<file path="config.mk">
export PLATFORM = sky130hd
export DESIGN_NAME = iowr_cell
export DESIGN_NICKNAME = d
export VERILOG_FILES = /design/src/rtl/iowr_pkg.sv /design/src/rtl/iowr_cell.sv
export SDC_FILE = /design/constraint.sdc
export NUM_CORES = 1
export LEC_CHECK = 0
export CORE_ASPECT_RATIO = 1.5
export CORE_MARGIN = 3
export CORE_UTILIZATION = 25
export CTS_BUF_LIST = sky130_fd_sc_hd__clkbuf_8
export CTS_CLUSTER_DIAMETER = 150
export CTS_CLUSTER_SIZE = 16
export DETAILED_ROUTE_END_ITERATION = 8
export DONT_BUFFER_PORTS = 1
export GPL_ROUTABILITY_DRIVEN = 0
export GPL_TIMING_DRIVEN = 1
export PLACE_DENSITY = 0.47
export RECOVER_POWER = 100
export SYNTH_ARGS = -nofsm -noshare
export SYNTH_HDL_FRONTEND = slang
export SYNTH_SLANG_ARGS = --single-unit
</file>
<file path="constraint.sdc">
create_clock -name clk -period 16.5 [get_ports clk]
set_clock_uncertainty 0.1 [all_clocks]
set_input_delay 3.3 -clock clk [delete_from_list [all_inputs] [get_ports clk]]
set_output_delay 3.3 -clock clk [all_outputs]
set_load 0.05 [all_outputs]
</file>
<file path="src/rtl/iowr_pkg.sv">
// ----------------------------------------------------------------------------
// iowr_pkg
// Shared types and constants of the I/O window range table.
// ----------------------------------------------------------------------------
package iowr_pkg;

  localparam int unsigned IOWR_NUM_RANGES = 8;
  localparam logic [32:0] IOWR_FALLBACK_SIZE = 33'h0_0001_0000;

  localparam int unsigned ADDR_W  = 48;
  localparam int unsigned SIZE_W  = 33;
  localparam int unsigned PORT_W  = 32;
  // Sum of stored sizes never passes 2^32; one extra bit keeps compares safe.
  localparam int unsigned ALLOC_W = 34;

  localparam logic [31:0] LIMIT_RESET = 32'h0000_FFFF;

  typedef enum logic [1:0] {
    REQ_REG = 2'd0,
    REQ_P2A = 2'd1,
    REQ_A2P = 2'd2,
    REQ_NOP = 2'd3
  } req_type_t;

  typedef enum logic [2:0] {
    ST_OK         = 3'd0,
    ST_PRESENT    = 3'd1,
    ST_ZERO_SIZE  = 3'd2,
    ST_LEGACY_NOSP = 3'd3,
    ST_TOO_BIG    = 3'd4,
    ST_FULL       = 3'd5
  } status_t;

  typedef enum logic {
    CFG_LIMIT  = 1'b0,
    CFG_LEGACY = 1'b1
  } cfg_index_t;

  // Request token that walks the row of cells.
  typedef struct packed {
    logic                 valid;
    req_type_t            req_type;
    logic [ADDR_W-1:0]    addr;
    logic [SIZE_W-1:0]    size;
    logic [PORT_W-1:0]    pio;
    logic [ALLOC_W-1:0]   alloc;
    logic                 hit;
    logic [ADDR_W-1:0]    res_addr;
    logic [PORT_W-1:0]    res_port;
  } token_t;

  // Write of one table entry from the finish stage.
  typedef struct packed {
    logic                 en;
    logic [ADDR_W-1:0]    start;
    logic [SIZE_W-1:0]    size;
  } tbl_wr_t;

endpackage

</file>
<file path="src/rtl/iowr_cell.sv">
// ----------------------------------------------------------------------------
// iowr_cell
// One table entry: holds a window and tests the passing request token.
// ----------------------------------------------------------------------------
module iowr_cell
  import iowr_pkg::*;
(
  input  logic              clk,
  input  logic              rst,
  input  logic              active,
  input  logic [ADDR_W-1:0] legacy_addr,
  input  tbl_wr_t           wr,
  input  token_t            tok_in,
  output token_t            tok_out
);

  logic [ADDR_W-1:0]  start;
  logic [SIZE_W-1:0]  wsize;

  token_t             tok_next;
  logic               hit_now;
  logic               is_legacy;
  logic [ADDR_W:0]    win_end;
  logic [ADDR_W:0]    req_end;
  logic [ALLOC_W-1:0] alloc_end;
  logic [ALLOC_W-1:0] pio_x;
  logic [ALLOC_W-1:0] pio_off;
  logic [ADDR_W-1:0]  addr_off;

  always_comb begin
    is_legacy = (start == legacy_addr);
    win_end   = {1'b0, start} + {{(ADDR_W + 1 - SIZE_W){1'b0}}, wsize};
    req_end   = {1'b0, tok_in.addr} + {{(ADDR_W + 1 - SIZE_W){1'b0}}, tok_in.size};
    alloc_end = tok_in.alloc + {{(ALLOC_W - SIZE_W){1'b0}}, wsize};
    pio_x     = {{(ALLOC_W - PORT_W){1'b0}}, tok_in.pio};
    pio_off   = pio_x - tok_in.alloc;
    addr_off  = tok_in.addr - start;
  end

  always_comb begin
    tok_next = tok_in;
    hit_now  = 1'b0;
    if (tok_in.valid && active && !tok_in.hit) begin
      case (tok_in.req_type)
        REQ_REG: begin
          if (tok_in.addr >= start && req_end <= win_end) begin
            hit_now           = 1'b1;
            tok_next.res_port = tok_in.alloc[PORT_W-1:0];
          end
        end
        REQ_P2A: begin
          if (!is_legacy && pio_x >= tok_in.alloc && pio_x < alloc_end) begin
            hit_now           = 1'b1;
            tok_next.res_addr = start + {{(ADDR_W - PORT_W){1'b0}}, pio_off[PORT_W-1:0]};
          end
        end
        REQ_A2P: begin
          if (!is_legacy && tok_in.addr >= start &&
              {1'b0, tok_in.addr} < win_end) begin
            hit_now           = 1'b1;
            tok_next.res_port = addr_off[PORT_W-1:0] + tok_in.alloc[PORT_W-1:0];
          end
        end
        default: begin
          hit_now = 1'b0;
        end
      endcase
      tok_next.hit = hit_now;
      // Advance the running port base past this window on a miss.
      if (!hit_now) begin
        tok_next.alloc = alloc_end;
      end
    end
  end

  always_ff @(posedge clk) begin
    if (rst) begin
      tok_out.valid <= 1'b0;
    end else begin
      tok_out <= tok_next;
    end
  end

  always_ff @(posedge clk) begin
    if (wr.en) begin
      start <= wr.start;
      wsize <= wr.size;
    end
  end

endmodule

</file>
# ---- Word level (Yosys, flattened, before mapping)
# Cells that the tools add are included.
dict set report word_totals {
  word_cells 48
  inputBits 364
  regBits 312
}
dict set report classes {
  reduce_logical 10
  magnitude_cmp 5
  n_mux 12
  add_sub_neg 7
  eq_ne 3
}
# op n
set op_table {}
lappend op_table {{two-way mux 115 bit} 1}
lappend op_table {{adder 48 x 33 -> 49 bit} 2}
lappend op_table {{two-way mux 48 bit} 2}
lappend op_table {{two-way mux 32 bit} 2}
lappend op_table {{case mux 32 bit (2 select lines)} 1}
lappend op_table {{subtractor 32 bit} 2}
lappend op_table {{less-or-equal comparator 49 bit} 1}
lappend op_table {{less-than comparator 48 x 49 -> 1 bit} 1}
lappend op_table {{adder 48 x 32 -> 48 bit} 1}
lappend op_table {{== test 48 bit} 1}
lappend op_table {{>= comparator 48 bit} 1}
lappend op_table {{adder 34 x 33 -> 34 bit} 1}
lappend op_table {{>= comparator 32 x 34 -> 1 bit} 1}
lappend op_table {{less-than comparator 32 x 34 -> 1 bit} 1}
lappend op_table {{two-way mux 34 bit} 1}
lappend op_table {{adder 32 bit} 1}
lappend op_table {{logical AND 1 bit} 7}
lappend op_table {{two-way mux 1 bit} 4}
lappend op_table {{case mux 1 bit (3 select lines)} 1}
lappend op_table {{== test 2 x 1 -> 1 bit (second input constant)} 1}
lappend op_table {{== test 2 bit (second input constant)} 1}
lappend op_table {{logical NOT 1 bit} 2}
lappend op_table {{logical NOT 2 bit} 1}

# ---- Logic depth before layout (Yosys ltp)
dict set report logic_depth {
  ltp_word 9
  mapped_depth 30
}

# ---- Worst setup path after synthesis
# No wires, ideal clock.
dict set report synth_timing {
  kind {input to register}
  start {input tok_in[147] (netlist name)}
  end {register tok_out[81] (netlist name), data pin}
  setup_time_ns 0.262
  cell_stages 26
  setup_slack_ns 7.679
  t_arrival_ns 8.459
  cell_sequence {ha_1 fa_1 a211oi_1 o21ai_0 a22oi_1 o21a_1 nor2_1 nor2_1 nor2b_1 a21oi_1 o21bai_1 a21oi_1 xnor2_1 ha_1 and4_1 nand3_1 or4_1 a31oi_1 nor3_1 a311oi_1 a221o_1 o2111ai_1 a31o_4 a311o_4 nor2_8 mux2_1}
}
# item line
set synth_lines {}
lappend synth_lines {{from (decl)} iowr_cell.sv:13} ;# input token_t tok_in,
lappend synth_lines {{to (signal assigned)} iowr_cell.sv:80} ;# tok_out <= tok_next;
lappend synth_lines {{to (decl)} iowr_cell.sv:14} ;# output token_t tok_out

==> results.yml <==
setup_path:
  critPathBufInv: 0
  cp_slowest_stage_delay_ns: 2.72
  startpoint_type: "primary input"
  worstPathArrival_ns: 12.20
  cpMostUsedCell: "nor2_1"
  cp_slowest_cell: "nor2_1"
  worstSetupEndpointType: "flip-flop"
  cp_top_family: "simple AND/OR/NAND/NOR gates"
  crit_type: "primary input to flip-flop"
  crit_path_max_fanout: 32
  crit_required_ns: 16.68
placed_design:
  dpl.hpwl_mm: 99.50
  io_buffers: 0
  pre_cts_ws_ns: 6.246
  placed_area_um2: 28510
cells_and_area:
  nFillCells: 11340
  nNetsFinal: 3445
  area_delta_synth_final_pct: 7.548
  design_area_um2: 28840
  post-route-util_pct: 27.22
  drive_gt1_share_pct: 3.683
sta:
  timing.slew.headroom_pct: -227.2
  final.period_utilization_pct: 72.83
  rsz0062_at_grt: "false"
  timing.fmax_ghz: 0.08322
  setup_violations: 0
  fin_crit_ns: 12.02
  fin_ws_ns: 4.483
  tns_ns: 0
  drv_slew: 364
  tightest_slew_ns: 4.881
  hold_violations: 0
synth:
  netlist_instances: 2682
  yosys_warnings: 0
  syn-num-nets: 3448
  netlist_area_um2: 26820
  synth_seq_cells: 312
  synth_top_cell_by_area: "edfxtp_1"
  ys_top_cells_by_area: "edfxtp_1, ha_1, xnor2_1"
  synthDistinctLibCells: 87
  avgSynthCellArea_um2: 10.00
  yosysSeqAreaShare_pct: 34.90
  synth_top_area_share_pct: 34.82
  yosys_most_used_dff: "edfxtp_1"
  yosysMostFrequentCell: "ha_1"
  async_flop_share_pct: 0
  synth_common_cells: "ha_1, edfxtp_1, a21oi_1, inv_1, xnor2_1"
  synth_edf_count: 311
detailed_routing:
  vias: 20950
  drtIter0Drc: 1315
  drtAntennaViolNets: 0
  first_pass_iters: 5
  drcViolationCount: 0
  finalWirelength_mm: 117.4
  routedWlPerCell_um: 28.55
  viasPerCell: 5.096
clocking:
  clkTransAtPathRegs_ns: 0.13
  clk_path_buf_depth: 3
  cts_inserted_buffers: 23
  cts.sinks: 312
  clock_latency_ns: 0.74
  h-tree-depth: 1
  hold_buffers: 0
  cts_root_buf: "clkbuf_8"
  cts_tree: "built"
  cts_resized: 0
  post-cts-setup-buffer-count: 0
global_route:
  track_usage_pct: 20.34
  antenna_found_initial: 43
  grt_max_degree: 104
  grt.overflow.total: 0
  grt_pass1_vias: 20780
  grt_pass1_wl_mm: 159.8
outcome:
  violations: "max-capacitance violations, max-slew violations"
  status: "complete, but fails checks"
floorplanning:
  start_util_pct: 25.31
  io_pins: 595
  die_y_um: 407.1
  core_um2: 106000
  fp.dieW_um: 273.4
  row_count: 146
  die_area_um2: 111300
power:
  power_density_nw_per_um2: 94.23
  worst_ir_drop_vdd_v: 0.00006021
  power.leakage_nw: 11.73
job:
  maxCapViolations: 6
min_path:
  hold_path_class: "flip-flop to flip-flop"
flip-flops by register name, indices dropped and copies added, names as in the netlist:
register	count
start	48
tok_out	231
wsize	33
per-stage QoR:
step | cells | power, mW | hold slack (ns)
global route | 4103 | 2.916 | 0.7755
finish | 4111 | 2.718 | 0.7253
detailed placement | 4060 | 2.300 | 0.7049
floorplan | 2682 | 1.963 | 0.5733
global placement | 4060 | 2.298 | 0.6940
CTS | 4094 | 2.760 | 0.7142
cells in the final DEF (no fill, tap or decap), drive strengths merged, types with 15 or more instances in the layout:
master  synthesis  final
clkbuf         27     26
o21a           38     38
diode           0     17
a221o          20     20
a21o          125    125
o21ai         126    126
or3            17     17
nand4          54     54
and3           26     26
inv           236    243
o211ai         19     19
o22ai          16     16
nand2         111    111
mux2           33     33
xor2           74     74
ha            366    366
nor2          154    154
o21bai         36     36
xnor2         183    183
fa             36     36
nor3           44     44
and2           16     16
nand3          66     66
a211oi         37     37
a21oi         246    246
nor2b          25     25
edfxtp        311    311
mux2i          34     34
a31oi          15     15
nand2b         31     31
power breakdown:
part           switching, mW  internal, mW
clock network          0.303         0.130
logic                  0.660         0.458
registers              0.220         0.948
final timing paths:
kind / start / to / slack [ns] / cells after the start
hold / removal: start[39] / tok_out[71] / 0.73 / 2
hold reg to reg: start[39] / tok_out[71] / 0.73 / 2
setup / recovery: tok_in[147] / tok_out[85] / 4.48 / 26
setup reg to reg: start[3] / tok_out[85] / 5.86 / 26
metal layers:
metal	up-vias	GRT usage (%)	part of all wire, %	wire length, um
met1	10060	21.28	36	41910
met5	-	0	0.12	138
met2	748	37.97	52	60690
met3	131	6.845	9.3	10870
met4	20	6.160	3.2	3767
li1	9995	-	-	-
area by class of cell:
cell class	instances	area, um^2	area share [%]
antenna	17	42.54	0.1475
clock buffer	23	316.6	1.097
clock inverter	11	50.05	0.1735
inverter	236	887.1	3.076
multi-input combinational	2092	16340	56.63
sequential	312	9359	32.45
tap	1406	1759	6.099
timing repair buffer	14	93.84	0.3253
kinds of logic after synthesis:
| logic type | synth area share, % |
|---|---|
| AO/OA/AOI/OAI | 18.87 |
| multiplexers | 2.655 |
| adder cells (fa/ha/maj) | 19.76 |
| flip-flops | 34.90 |
| AND/OR/NAND/NOR | 11.36 |
| XOR/XNOR | 8.393 |
| buffers and inverters | 4.073 |
worst reg2reg max path, cell delays in order, from the launching register on:
cell and delay, ns:
edfxtp_1 0.63, ha_1 0.44, o211ai_1 0.17, a21oi_1 0.10, o41a_1 0.44, nor2_1 0.32
a31oi_1 0.24, a221o_1 0.40, a21oi_1 0.31, nor4b_1 0.11, a211oi_1 0.39, o21bai_1 0.10
a21oi_1 0.18, xor2_1 0.31, ha_1 0.23, and4_1 0.21, nand3_1 0.10, or4_1 0.57
a31oi_1 0.19, nor3_1 0.12, a311oi_1 0.28, a221o_1 0.17, o2111ai_1 0.12, a31o_1 0.39
a311o_1 0.42, nor2_1 2.73, mux2i_1 0.44
No activity file was read; power rests on OpenSTA's default activity.
